===== config.mk =====
export PLATFORM = sky130hd
export DESIGN_NAME = gb3_result_fifo
export DESIGN_NICKNAME = d
export VERILOG_FILES = /design/src/gb3_pkg.sv /design/src/gb3_result_fifo.sv
export SDC_FILE = /design/constraint.sdc
export NUM_CORES = 1
export LEC_CHECK = 0
export BUFFER_PORTS_ARGS = -buffer_cell sky130_fd_sc_hd__clkbuf_2
export CAP_MARGIN = 25
export CORE_MARGIN = 2
export CORE_UTILIZATION = 45
export DETAILED_ROUTE_END_ITERATION = 6
export GPL_ROUTABILITY_DRIVEN = 1
export GPL_TIMING_DRIVEN = 0
export MAX_ROUTING_LAYER = met4
export SLEW_MARGIN = 20
export SYNTH_ARGS = -nofsm -noshare
export SYNTH_HDL_FRONTEND = slang
export SYNTH_SLANG_ARGS = --single-unit

===== constraint.sdc =====
create_clock -name clk -period 4.6 [get_ports clk]
set_input_delay 0.46 -clock clk [delete_from_list [all_inputs] [get_ports clk]]
set_output_delay 0.46 -clock clk [all_outputs]
set_load 0.005 [all_outputs]

===== src/gb3_pkg.sv =====
// Shared types and constants of the 3x3 Gaussian blur block.
package gb3_pkg;

    localparam int MAX_WIDTH       = 1024;
    localparam int MAX_HEIGHT      = 4096;
    localparam int PIXEL_BITS      = 8;
    localparam int COL_BITS        = $clog2(MAX_WIDTH);
    localparam int ROW_BITS        = $clog2(MAX_HEIGHT);
    localparam int WIDTH_REG_BITS  = 11;
    localparam int HEIGHT_REG_BITS = 13;
    localparam int CFG_IDX_BITS    = 1;
    localparam int CFG_DATA_BITS   = 13;

    localparam logic [CFG_IDX_BITS-1:0] REG_IMAGE_WIDTH  = 1'b0;
    localparam logic [CFG_IDX_BITS-1:0] REG_IMAGE_HEIGHT = 1'b1;

    localparam int FIFO_DEPTH    = 8;
    localparam int FIFO_PTR_BITS = $clog2(FIFO_DEPTH);
    localparam int FIFO_CNT_BITS = FIFO_PTR_BITS + 1;

    typedef struct packed {
        logic                  action;
        logic [PIXEL_BITS-1:0] pixel;
    } in_item_t;

    typedef struct packed {
        logic [PIXEL_BITS-1:0] out_pixel;
        logic [ROW_BITS-1:0]   out_row;
        logic [COL_BITS-1:0]   out_col;
        logic                  last_of_image;
    } out_item_t;

    // Up to two results enter the result queue in one cycle; item1 only with item0.
    typedef struct packed {
        logic      valid0;
        logic      valid1;
        out_item_t item0;
        out_item_t item1;
    } push_t;

endpackage


===== src/gb3_result_fifo.sv =====
// Result queue that takes up to two items per cycle and hands out one while out_ready is high.
module gb3_result_fifo import gb3_pkg::*;
(
    input  logic                     clk,
    input  logic                     rst_n,
    input  push_t                    push,
    output logic                     out_valid,
    input  logic                     out_ready,
    output out_item_t                out_item,
    output logic [FIFO_CNT_BITS-1:0] count
);

    out_item_t                slot_mem [FIFO_DEPTH];
    logic [FIFO_PTR_BITS-1:0] wr_ptr_reg;
    logic [FIFO_PTR_BITS-1:0] wr_ptr_next;
    logic [FIFO_PTR_BITS-1:0] rd_ptr_reg;
    logic [FIFO_PTR_BITS-1:0] rd_ptr_next;
    logic [FIFO_CNT_BITS-1:0] count_reg;
    logic [FIFO_CNT_BITS-1:0] count_next;
    logic [FIFO_CNT_BITS-1:0] push_n;
    logic                     pop;

    assign pop       = out_ready && (count_reg != '0);
    assign push_n    = FIFO_CNT_BITS'(push.valid0) + FIFO_CNT_BITS'(push.valid1);
    assign out_valid = (count_reg != '0);
    assign out_item  = slot_mem[rd_ptr_reg];
    assign count     = count_reg;

    always_comb
    begin
        wr_ptr_next = FIFO_PTR_BITS'(wr_ptr_reg + push_n[FIFO_PTR_BITS-1:0]);
        rd_ptr_next = FIFO_PTR_BITS'(rd_ptr_reg + FIFO_PTR_BITS'(pop));
        count_next  = FIFO_CNT_BITS'(count_reg + push_n - FIFO_CNT_BITS'(pop));
    end

    always_ff @(posedge clk)
    begin
        if (push.valid0)
        begin
            slot_mem[wr_ptr_reg] <= push.item0;
        end
        if (push.valid1)
        begin
            slot_mem[FIFO_PTR_BITS'(wr_ptr_reg + 1'b1)] <= push.item1;
        end
    end

    always_ff @(posedge clk or negedge rst_n)
    begin
        if (!rst_n)
        begin
            wr_ptr_reg <= '0;
            rd_ptr_reg <= '0;
            count_reg  <= '0;
        end
        else
        begin
            wr_ptr_reg <= wr_ptr_next;
            rd_ptr_reg <= rd_ptr_next;
            count_reg  <= count_next;
        end
    end

endmodule


==> results.txt <==
status: finished clean
max_cap viols: 0
post-CTS setup buffers: 0
mux share of post-synthesis cell area: 35.1%
via/cell ratio: 5.77
Sw Share: 32.8%
Worst-Margin Slew: 1.01 ns
Initial Utilization: 45.4%
GPL Wtd Cong: 0.763
post-synthesis compound-gate area fraction: 0.446%
CTS buffer count: 29
max_slew headroom: 33.0%
mapped cell area: 0.0129 mm^2
Congestion Overflow GR: 0
Seq/Total Area, Yosys: 59.6%
CTS root buf: clkbuf_16
leakage: 5.27 nW
sequential share of power: 35.7%
maximum VDD drop: 0.328 mV
CTS sink count: 258
CP Capture Type: primary output
max reg flops: 248
fill cell count: 2286
Setup crit start kind: flip-flop
standard-cell rows: 62
number of synthesized flops with an enable pin: 248
Multi-input gate area: 0.00506 mm^2
IO Port Bufs: 102
number of hold violations in the final report: 0
1st-iter DRT viols: 558
share of cells above drive strength 1: 62.1%
Post-synth top cells: mux2_2 (276), edfxtp_1 (248), mux4_2 (62), buf_2 (25), clkbuf_1 (11)
RSZ-0062 raised after global routing: no
Core Region: 0.0285 mm^2
Post-Synthesis Cells: 702
largest net degree at the start of global routing: 22
Tcrit/Tclk final: 72.8%
Net Sw Power: 3.51 mW
area delta synth->final: 18.4%
crit-path most repeated cell: clkbuf_1
WP data arrival: 2.89 ns
Critical Path Slowest Stage Cell: clkbuf_1
total vias in the final route: 7265
largest family of logic cells by synthesized area: multiplexers
Synth Flop Type: edfxtp_1
Yosys reg bits: 258
Logic pwr share: 43.8%
residual DRC count: 0
power density over cell area: 698 mW/mm^2
most frequent cell after synthesis: mux2_2
number of H-tree levels: 1
share of the synthesized area in the top cell type: 57.7%
crit path time final: 3.35 ns
Reg area: 0.00770 mm^2
Max stage delay on crit path: 0.80 ns
Setup CP Type: flip-flop to primary output
final setup fails: 0
Max Clk Rate: 299 MHz
die footprint: 0.0301 mm^2
Routed Antenna Nets: 0
share of synthesized registers carrying an async set or reset: 3.88%
CP Cell Sequence: clkbuf_1 > clkbuf_1 > mux4_2 > mux2_2 > clkbuf_2
P_int: 7.17 mW
die span in y: 173 um
Mean Syn Cell Area: 18.4 um^2
worst skew pair latency: 0.54 ns
vias in the first global route: 7798
Post-Synth Adder-Cell Area: 1.18%
top cells by area, synth: edfxtp_1 (58%), mux2_2 (24%), mux4_2 (11%)
first-pass GRT wire length: 48600 um
Power, Total: 10.7 mW
io pins: 103
HP Class: input pin to flip-flop
Wirelength per Cell: 25.8 um
nets: 930
critical path data required time: 4.14 ns
Pre-Repair DR Iteration Count: 5
simple logic cell fraction of the synthesized area: 1.03%
Global Route Usage Sum: 22.4%
placed insts: 1204
Worst Path Max Fanout: 10
initial antenna violation count: 1
Synth area leader: edfxtp_1
Detail Placement HPWL: 21200 um
CTS tree: yes
Slew Viols, Final: 0
distinct cell type count after synthesis: 32
Worst-path clk slew: 0.06 ns
Synthesized Nets: 780
final WL: 32500 um
Setup Skew: 0.00797 ns
Clock Power Share: 20.5%
Horiz. Die Dim: 173 um
Max Buffers Root-to-Sink: 3
setup_tns: 0 ns
final instance count without filler cells: 1260
post-synthesis xor/xnor area fraction: 0.659%
Yosys warning count: 0
[critical path: cells and delay by family (launching register included)]
kind                   cells  cell delay [ns]
buffers and inverters      3             1.30
flip-flops                 1             0.32
multiplexers               2             0.73
[logic make-up after synthesis]
| kind of cell | count (synthesis) |
|---|---|
| multiplexers | 341 |
| flip-flops | 258 |
| buffers and inverters | 51 |
| AND/OR/NAND/NOR | 24 |
| adder cells (fa/ha/maj) | 11 |
| AO/OA/AOI/OAI | 9 |
| XOR/XNOR | 8 |
[cell usage in the layout (no fill, tap or decap), types with 5 or more instances in the layout]
| cell | synthesis | final |
|---|---|---|
| buf_16 | 0 | 10 |
| buf_2 | 25 | 25 |
| buf_4 | 7 | 7 |
| buf_8 | 0 | 5 |
| clkbuf_1 | 11 | 17 |
| clkbuf_16 | 0 | 29 |
| clkbuf_2 | 0 | 102 |
| clkinv_1 | 0 | 6 |
| clkinv_2 | 0 | 5 |
| dfrtp_1 | 10 | 10 |
| edfxtp_1 | 248 | 248 |
| ha_1 | 9 | 9 |
| inv_1 | 8 | 8 |
| mux2_2 | 276 | 276 |
| mux4_2 | 62 | 62 |
| nand2_1 | 6 | 6 |
| nor2_1 | 5 | 5 |
[power by group through the flow]
stage                     Combinational (mW)  Clock, mW  Sequential, mW
after global placement                  4.13          0            3.94
after floorplan                         2.77          0            3.84
final                                   4.67       2.19            3.81
after detailed placement                4.72          0            3.86
after global routing                    4.98       2.32            3.87
after CTS                               4.74       2.24            3.82
[metal layers]
metal | wire length (um) | up-vias | GRT usage, % | part of all wire, %
met1 | 13100 | 3774 | 27.9 | 40
met3 | 1980 | 57 | 3.49 | 6.1
met2 | 16800 | 262 | 38.7 | 52
met5 | 0 | - | - | 0
met4 | 725 | 0 | 5.30 | 2.2
li1 | - | 3172 | - | -
[path summary, 6_finish.rpt]
| check | start | end | slack [ns] | cells after the start |
|---|---|---|---|---|
| hold reg to reg | count[0] | count[0] | 0.58 | 1 |
| max in group asynchronous | rst_n | rd_ptr_reg[1] | 4.06 | 2 |
| min in group asynchronous | rst_n | rd_ptr_reg[2] | 0.33 | 2 |
| setup / recovery | rd_ptr_reg[2] | out_item[0] | 1.25 | 5 |
| setup reg to reg | wr_ptr_reg[1] | slot_mem[5][18] | 1.83 | 7 |
| hold / removal | out_ready | rd_ptr_reg[0] | 0.29 | 3 |
[cell type report]
class,instances,area share (%)
inverter,8,0.196
buffer,43,1.43
multi-input combinational,393,33.1
timing repair buffer,119,5.83
antenna,2,0.0327
tap,384,3.14
sequential,258,50.3
clock inverter,16,0.859
clock buffer,37,5.07
[stage by stage]
step / util [%] / hold slack [ns] / worst slack [ns] / cell area [um^2]
3_3_place_gp: 48.8 / 0.330 / -1.96 / 13900
3_5_place_dp: 50.5 / 0.342 / 1.84 / 14400
4_1_cts: 53.7 / 0.259 / 1.26 / 15300
5_1_grt: 53.7 / 0.321 / 1.17 / 15300
6_report: 53.7 / 0.289 / 1.25 / 15300
2_1_floorplan: - / 0.164 / 1.11 / 12900
[what timing repair did]
item,in CTS,in global routing
endpoints found under the setup margin,0,0
hold buffers,1,0
endpoints found under the hold margin,10,0
resized for setup,0,0
Power figures use the tool's default switching activity.
